File: config.mk
export PLATFORM = sky130hd
export DESIGN_NAME = shifter_alu_with_status_flags_unit
export DESIGN_NICKNAME = d
export VERILOG_FILES = /design/src/sv/sau_pkg.sv /design/src/sv/sau_shifter.sv /design/src/sv/sau_alu.sv /design/src/sv/shifter_alu_with_status_flags_unit.sv
export SDC_FILE = /design/constraint.sdc
export NUM_CORES = 1
export LEC_CHECK = 0
export ABC_AREA = 1
export BUFFER_PORTS_ARGS = -buffer_cell sky130_fd_sc_hd__buf_2
export CAP_MARGIN = 20
export CORE_MARGIN = 2
export CORE_UTILIZATION = 35
export DETAILED_ROUTE_END_ITERATION = 10
export PLACE_DENSITY = 0.62
export SYNTH_ARGS = -nofsm -noshare
export SYNTH_HDL_FRONTEND = slang
export SYNTH_SLANG_ARGS = --single-unit
export TNS_END_PERCENT = 30
File: constraint.sdc
create_clock -name clk -period 5.8 [get_ports clk]
set_input_delay 1.16 -clock clk [delete_from_list [all_inputs] [get_ports clk]]
set_output_delay 1.16 -clock clk [all_outputs]
set_load 0.005 [all_outputs]
File: src/sv/sau_pkg.sv
// Package: opcodes, shift codes, transaction structs and the rotate helper.
`default_nettype none

package sau_pkg;

  // Data-processing opcodes
  typedef enum logic [3:0] {
    OP_AND = 4'd0,
    OP_EOR = 4'd1,
    OP_SUB = 4'd2,
    OP_RSB = 4'd3,
    OP_ADD = 4'd4,
    OP_ADC = 4'd5,
    OP_SBC = 4'd6,
    OP_RSC = 4'd7,
    OP_TST = 4'd8,
    OP_TEQ = 4'd9,
    OP_CMP = 4'd10,
    OP_CMN = 4'd11,
    OP_ORR = 4'd12,
    OP_MOV = 4'd13,
    OP_BIC = 4'd14,
    OP_MVN = 4'd15
  } alu_op_t;

  // Second-operand source
  typedef enum logic [1:0] {
    SRC_IMM_ROT   = 2'd0,
    SRC_IMM_SHIFT = 2'd1,
    SRC_REG_SHIFT = 2'd2
  } shift_src_t;

  // Shift kinds
  typedef enum logic [1:0] {
    SH_LSL = 2'd0,
    SH_LSR = 2'd1,
    SH_ASR = 2'd2,
    SH_ROR = 2'd3
  } shift_kind_t;

  typedef struct packed {
    logic [3:0]  cmd;
    logic        set_flags;
    logic [31:0] operand_a;
    logic [31:0] operand_b;
    logic [1:0]  shift_source;
    logic [1:0]  shift_kind;
    logic [7:0]  shift_count;
  } op_item_t;

  typedef struct packed {
    logic [31:0] result;
    logic        write_result;
    logic        flag_n;
    logic        flag_z;
    logic        flag_c;
    logic        flag_v;
  } rsp_item_t;

  typedef struct packed {
    logic n;
    logic z;
    logic c;
    logic v;
  } flags_t;

  // Rotate a word right by 0..31
  function automatic logic [31:0] ror32(input logic [31:0] value, input logic [4:0] amt);
    logic [63:0] wide;
    wide = {value, value} >> amt;
    return wide[31:0];
  endfunction

endpackage

`default_nettype wire

File: src/sv/sau_shifter.sv
// Barrel shifter that forms the second operand and the shifter carry.
`default_nettype none

module sau_shifter import sau_pkg::*; (
  input  logic [1:0]  shift_source,
  input  logic [1:0]  shift_kind,
  input  logic [7:0]  shift_count,
  input  logic [31:0] value,
  input  logic        carry_in,
  output logic [31:0] shifted,
  output logic        carry_shifted
);

  logic [4:0]  amt5;
  logic [4:0]  up_idx;
  logic [4:0]  dn_idx;
  logic [4:0]  rot;
  logic        sign;
  logic [31:0] lsl_v;
  logic [31:0] lsr_v;
  logic [31:0] asr_v;
  logic [31:0] ror_v;
  logic [31:0] imm_v;
  logic        reg_zero;
  logic        reg_lt32;
  logic        reg_eq32;

  // Shared shift results for a 5-bit amount
  always_comb begin
    amt5   = shift_count[4:0];
    up_idx = 5'd0 - amt5;
    dn_idx = amt5 - 5'd1;
    sign   = value[31];
    lsl_v  = value << amt5;
    lsr_v  = value >> amt5;
    asr_v  = 32'($signed(value) >>> amt5);
    ror_v  = ror32(value, amt5);
    rot    = {shift_count[3:0], 1'b0};
    imm_v  = ror32({24'd0, value[7:0]}, rot);
    reg_zero = (shift_count == 8'd0);
    reg_lt32 = (shift_count[7:5] == 3'd0);
    reg_eq32 = (shift_count == 8'd32);
  end

  // Select result and carry per source and kind
  always_comb begin
    shifted       = value;
    carry_shifted = carry_in;
    case (shift_source)
      SRC_IMM_ROT: begin
        shifted = imm_v;
        if (rot != 5'd0) carry_shifted = imm_v[31];
      end
      SRC_IMM_SHIFT: begin
        case (shift_kind)
          SH_LSL: begin
            if (amt5 != 5'd0) begin
              shifted       = lsl_v;
              carry_shifted = value[up_idx];
            end
          end
          SH_LSR: begin
            if (amt5 == 5'd0) begin
              shifted       = 32'd0;
              carry_shifted = sign;
            end else begin
              shifted       = lsr_v;
              carry_shifted = value[dn_idx];
            end
          end
          SH_ASR: begin
            if (amt5 == 5'd0) begin
              shifted       = {32{sign}};
              carry_shifted = sign;
            end else begin
              shifted       = asr_v;
              carry_shifted = value[dn_idx];
            end
          end
          default: begin
            // ROR #0 is rotate right extended through the carry
            if (amt5 == 5'd0) begin
              shifted       = {carry_in, value[31:1]};
              carry_shifted = value[0];
            end else begin
              shifted       = ror_v;
              carry_shifted = value[dn_idx];
            end
          end
        endcase
      end
      default: begin
        // Register amount: full 8 bits, zero passes value and old carry
        if (!reg_zero) begin
          case (shift_kind)
            SH_LSL: begin
              if (reg_lt32) begin
                shifted       = lsl_v;
                carry_shifted = value[up_idx];
              end else begin
                shifted       = 32'd0;
                carry_shifted = reg_eq32 ? value[0] : 1'b0;
              end
            end
            SH_LSR: begin
              if (reg_lt32) begin
                shifted       = lsr_v;
                carry_shifted = value[dn_idx];
              end else begin
                shifted       = 32'd0;
                carry_shifted = reg_eq32 ? sign : 1'b0;
              end
            end
            SH_ASR: begin
              if (reg_lt32) begin
                shifted       = asr_v;
                carry_shifted = value[dn_idx];
              end else begin
                shifted       = {32{sign}};
                carry_shifted = sign;
              end
            end
            default: begin
              if (amt5 == 5'd0) begin
                shifted       = value;
                carry_shifted = sign;
              end else begin
                shifted       = ror_v;
                carry_shifted = value[dn_idx];
              end
            end
          endcase
        end
      end
    endcase
  end

endmodule

`default_nettype wire

File: src/sv/sau_alu.sv
// ALU: sixteen data-processing operations and the next NZCV flags.
`default_nettype none

module sau_alu import sau_pkg::*; (
  input  logic [3:0]  cmd,
  input  logic        set_flags,
  input  logic [31:0] operand_a,
  input  logic [31:0] op2,
  input  logic        shift_carry,
  input  flags_t      flags,
  output logic [31:0] result,
  output logic        write_result,
  output flags_t      flags_next
);

  logic [31:0] add_x;
  logic [31:0] add_y;
  logic        add_cin;
  logic [32:0] sum;
  logic        add_v;
  logic        logical;
  logic        compare;
  logic        c_new;
  logic        v_new;

  // Pick adder operands
  always_comb begin
    add_x   = operand_a;
    add_y   = op2;
    add_cin = 1'b0;
    case (cmd)
      OP_SUB, OP_CMP: begin
        add_y   = ~op2;
        add_cin = 1'b1;
      end
      OP_RSB: begin
        add_x   = op2;
        add_y   = ~operand_a;
        add_cin = 1'b1;
      end
      OP_ADC: add_cin = flags.c;
      OP_SBC: begin
        add_y   = ~op2;
        add_cin = flags.c;
      end
      OP_RSC: begin
        add_x   = op2;
        add_y   = ~operand_a;
        add_cin = flags.c;
      end
      default: add_cin = 1'b0;
    endcase
  end

  // Add with carry out and signed overflow
  always_comb begin
    sum   = {1'b0, add_x} + {1'b0, add_y} + {32'd0, add_cin};
    add_v = (add_x[31] ^ sum[31]) & (add_y[31] ^ sum[31]);
  end

  // Result select
  always_comb begin
    logical = 1'b1;
    case (cmd)
      OP_AND, OP_TST: result = operand_a & op2;
      OP_EOR, OP_TEQ: result = operand_a ^ op2;
      OP_ORR:         result = operand_a | op2;
      OP_MOV:         result = op2;
      OP_BIC:         result = operand_a & ~op2;
      OP_MVN:         result = ~op2;
      default: begin
        result  = sum[31:0];
        logical = 1'b0;
      end
    endcase
  end

  // Flag update: compares always, others on set_flags
  always_comb begin
    compare      = cmd inside {OP_TST, OP_TEQ, OP_CMP, OP_CMN};
    write_result = !compare;
    c_new        = logical ? shift_carry : sum[32];
    v_new        = logical ? flags.v : add_v;
    flags_next   = flags;
    if (compare || set_flags) begin
      flags_next.n = result[31];
      flags_next.z = (result == 32'd0);
      flags_next.c = c_new;
      flags_next.v = v_new;
    end
  end

endmodule

`default_nettype wire

File: src/sv/shifter_alu_with_status_flags_unit.sv
// Top level: input register, shifter and ALU, result register, NZCV flags.
`default_nettype none

// Barrel shifter and ALU with NZCV status flags. One transaction is accepted
// per cycle while op_stall is low. Each transaction waits in the input
// register while the shifter and ALU settle, and the result register loads
// when the output can advance. The flag register sits in a loop around the
// ALU stage, so back-to-back operations see the flags of the one before them
// with no stall. The result register decouples the output: a new transaction
// is taken while a finished result waits, and op_stall rises only when both
// registers are full and rsp_stall is high. Flags reset to zero.
module shifter_alu_with_status_flags_unit import sau_pkg::*; (
  input  logic      clk,
  input  logic      rst,
  input  logic      op_valid,
  output logic      op_stall,
  input  op_item_t  op_data,
  output logic      rsp_valid,
  input  logic      rsp_stall,
  output rsp_item_t rsp_data
);

  logic        s1_valid;
  op_item_t    s1_data;
  flags_t      flags;
  flags_t      flags_next;
  logic        advance;
  logic        s1_fire;
  logic [31:0] op2;
  logic        shift_carry;
  logic [31:0] alu_result;
  logic        alu_write;

  // Handshake control
  assign advance  = !rsp_valid || !rsp_stall;
  assign s1_fire  = s1_valid && advance;
  assign op_stall = s1_valid && !advance;

  sau_shifter u_shifter (
    .shift_source  (s1_data.shift_source),
    .shift_kind    (s1_data.shift_kind),
    .shift_count   (s1_data.shift_count),
    .value         (s1_data.operand_b),
    .carry_in      (flags.c),
    .shifted       (op2),
    .carry_shifted (shift_carry)
  );

  sau_alu u_alu (
    .cmd          (s1_data.cmd),
    .set_flags    (s1_data.set_flags),
    .operand_a    (s1_data.operand_a),
    .op2          (op2),
    .shift_carry  (shift_carry),
    .flags        (flags),
    .result       (alu_result),
    .write_result (alu_write),
    .flags_next   (flags_next)
  );

  // Advance control state and flags
  always_ff @(posedge clk) begin
    if (rst) begin
      s1_valid  <= 1'b0;
      rsp_valid <= 1'b0;
      flags     <= '0;
    end else begin
      if (!op_stall) s1_valid <= op_valid;
      if (advance) rsp_valid <= s1_valid;
      if (s1_fire) flags <= flags_next;
    end
  end

  // Load payload registers
  always_ff @(posedge clk) begin
    if (op_valid && !op_stall) s1_data <= op_data;
    if (s1_fire) begin
      rsp_data.result       <= alu_result;
      rsp_data.write_result <= alu_write;
      rsp_data.flag_n       <= flags_next.n;
      rsp_data.flag_z       <= flags_next.z;
      rsp_data.flag_c       <= flags_next.c;
      rsp_data.flag_v       <= flags_next.v;
    end
  end

endmodule

`default_nettype wire

==> impl_metrics.sql <==
INSERT INTO impl_metrics (metric_group, metric, value, unit) VALUES
('yosys', 'synthDistinctLibCells', '57', ''),
('yosys', 'syn_inst', '3012', ''),
('die', 'die_width', '230', 'um'),
('die', 'die_area', '0.0528', 'mm2'),
('worst_setup_path', 'regToRegSetupSlack', '0.39', 'ns'),
('grt', 'grt_pass1_wl', '128000', 'um'),
('sta', 'final_period_minus_worst_setup_slack', '5.41', 'ns'),
('worst_hold_path', 'hold-path-endpoint', 'rsp_valid', ''),
('yosys', 'area_leader_netlist', 'nand2_1', ''),
('worst_setup_path', 'critical_path_class', 'flop to flop', ''),
('finish', 'layout-drive-gt1-share', '18.4', '%'),
('yosys', 'mapped_cell_area', '0.0178', 'mm2'),
('finish', 'sequential_cell_area', '0.00366', 'mm2'),
('sta', 'final-hold-violation-count', '0', ''),
('yosys', 'synthFlopType', 'edfxtp_1', ''),
('clock_network', 'cts.clk_slew.worst_paths', '0.06', 'ns'),
('routing', 'top_layer_used', 'met4', ''),
('clock_network', 'ctsLongestPathBuffers', '2', ''),
('grt', 'total_grt_usage', '31.7', '%'),
('sta', 'max_freq', '0.185', 'GHz'),
('die', 'initial_core_util', '35.5', '%'),
('yosys', 'synth_async_sr_flop_share', '0', '%'),
('worst_setup_path', 'crit_top_cell', 'nand2_1', ''),
('worst_hold_path', 'hold_depth', '2', ''),
('routing', 'routed_length_on_met3', '9690', 'um'),
('worst_setup_path', 'timing.rr.end', 'flags[1]', ''),
('clock_network', 'clockRootBuffer', 'clkbuf_16', ''),
('flow_run', 'cap_violations', '0', ''),
('placed_design', 'io_buffers', '123', ''),
('worst_setup_path', 'r2r_cells', '37', ''),
('clock_network', 'cts_inserted_buffers', '17', ''),
('yosys', 'yosys_warning_count', '0', ''),
('sta', 'setup_tns', '0', 'ns'),
('yosys', 'yosys.area.top_type_share', '20.6', '%'),
('routing', 'dr_wl_met2', '35600', 'um'),
('worst_setup_path', 'worstSetupEndpointType', 'flop', ''),
('routing', 'drc_violation_total_after_the_first_tritonroute_iteration', '2986', ''),
('yosys', 'ys_seq_area_share', '20.5', '%'),
('clock_network', 'cts_num_sinks', '124', ''),
('worst_setup_path', 'worstSetupStartpointType', 'flop', ''),
('routing', 'drt-vias-per-instance', '5.82', ''),
('finish', 'final.fill_count', '5548', ''),
('routing', 'ant_nets', '0', ''),
('yosys', 'synth.net_count', '3169', ''),
('placed_design', 'post-dp-hpwl', '66800', 'um'),
('worst_setup_path', 'cp_slowest_stage_delay', '0.53', 'ns'),
('yosys', 'synth_area_leaders', 'nand2_1 21%, edfxtp_1 20%, nand3_1 15%, a21oi_1 6.7%, o21ai_0 5.9%', ''),
('routing', 'pre_repair_dr_iteration_count', '6', ''),
('routing', 'num_vias', '22800', ''),
('yosys', 'syn_area_cell', '5.93', 'um2'),
('routing', 'number_of_drc_violations_after_detailed_routing', '0', ''),
('yosys', 'synth-seq-cells', '124', ''),
('finish', 'multi_input_comb_area', '0.0127', 'mm2'),
('sta', 'final_min_period_over_clock_period', '93.3', '%'),
('power', 'p_leak', '0.0105', 'uW'),
('placed_design', 'postPlaceCellArea', '0.0204', 'mm2'),
('clock_network', 'clk_latency', '0.47', 'ns'),
('sta', 'final_max_slew_viol_count', '0', ''),
('die', 'core-area', '0.0503', 'mm2'),
('routing', 'routed_wl', '85400', 'um'),
('worst_setup_path', 'cp_data_required_time', '6.17', 'ns'),
('run_status', 'outcome', 'finished, final reports clean', ''),
('worst_setup_path', 'cp_data_arrival_time', '5.78', 'ns'),
('grt', 'grt_antenna_before_repair', '2', ''),
('sta', 'final.setup_skew', '0.00896', 'ns'),
('yosys', 'count_of_flip_flops_with_a_built_in_enable_after_synthesis', '118', ''),
('die', 'placement_rows', '82', ''),
('worst_hold_path', 'hp-start', 'rsp_valid', ''),
('sta', 'worst-slew-pin-transition', '0.942', 'ns'),
('sta', 'slew_headroom', '37.2', '%'),
('grt', 'maximum_number_of_pins_on_one_net_before_global_route_repair', '86', '');
## layout by cell type, fill, tap and decap left out, types with 22 or more instances in the layout
cell	netlist	routed
o211ai_1	24	24
inv_1	198	194
edfxtp_1	118	118
nand3_2	30	49
nand2_1	979	972
nor2_1	149	141
nand4_1	46	46
buf_2	53	123
a21oi_1	238	229
o21ai_0	211	202
ha_1	70	68
buf_4	12	236
nand3_1	552	533
nand2_2	46	51
clkbuf_16	0	22
## area by class of cell
type | instances | share of cell area [%]
clock buffer | 18 | 1.99
multi-input combinational | 2503 | 59.1
timing repair buffer | 384 | 13.5
antenna | 2 | 0.0232
sequential | 124 | 17.0
clock inverter | 14 | 0.842
tap | 672 | 3.90
inverter | 207 | 3.67
## worst max-delay path, delay by kind of cell, from the launching register on
kind	cells	cell delay (ns)
flip-flops	1	0.53
adder cells (fa/ha/maj)	1	0.38
AND/OR/NAND/NOR	17	1.77
buffers and inverters	8	1.06
AO/OA/AOI/OAI	11	1.56
## per-stage QoR
stage / setup WS (ns) / hold slack (ns) / power [uW] / util, % / instances
final: 0.386 / 0.510 / 4560 / 42.9 / 3924
after CTS: 0.0349 / 0.516 / 4460 / 41.9 / 3904
after detailed placement: 0.0767 / 0.502 / 3310 / 40.6 / 3872
after global placement: 0.0998 / 0.504 / 3310 / 40.6 / 3872
after global routing: -0.0609 / 0.554 / 4850 / 42.9 / 3922
after floorplan: 0.0166 / 0.450 / 2470 / - / 3012
## metal layers
| layer | up-vias | track usage, % |
|---|---|---|
| met4 | 0 | 14.2 |
| li1 | 10700 | - |
| met1 | 10600 | 43.8 |
| met3 | 221 | 7.09 |
| met2 | 1326 | 47.0 |
| met5 | - | 0 |
## logic make-up after synthesis
kind of cell,synth area share (%)
fa+ha+maj,5.13
buf+inv,9.46
flops,20.5
xor+xnor,0.680
simple gates,47.8
compound gates,16.4
## how the worst max path moves through the flow
stage	to	slack [ns]	cells after the start
global route	flags[2]	-0.06	46
finish	flags[1]	0.39	37
detailed placement	flags[2]	0.08	39
floorplan	flags[2]	0.02	42
global placement	flags[2]	0.1	39
CTS	flags[2]	0.03	39
## state kept, by name, indices dropped and copies added (netlist names)
signal / flops
s1_data: 81
rsp_data: 37
flags: 4
rsp_valid: 1
s1_valid: 1
## Yosys cell counts, types with 30 or more instances
| master | count |
|---|---|
| nand3_1 | 552 |
| nand4_1 | 46 |
| buf_2 | 53 |
| a21oi_1 | 238 |
| ha_1 | 70 |
| edfxtp_1 | 118 |
| nand2_2 | 46 |
| o21ai_0 | 211 |
| nand2_1 | 979 |
| clkbuf_1 | 75 |
| nor2_1 | 149 |
| inv_1 | 198 |
| nand3_2 | 30 |
## power breakdown
part	internal (uW)	switching [uW]	total [uW]
clock	682	436	1120
combinational	829	1480	2310
sequential	1070	55.0	1130
total	2590	1970	4560
## repair_timing
item                                    in CTS  in global routing
setup buffers                                0                 13
gates resized for setup                      0                 72
endpoints found under the hold margin        0                  0
endpoints found under the setup margin       0                 18
Power figures use the tool's default switching activity.
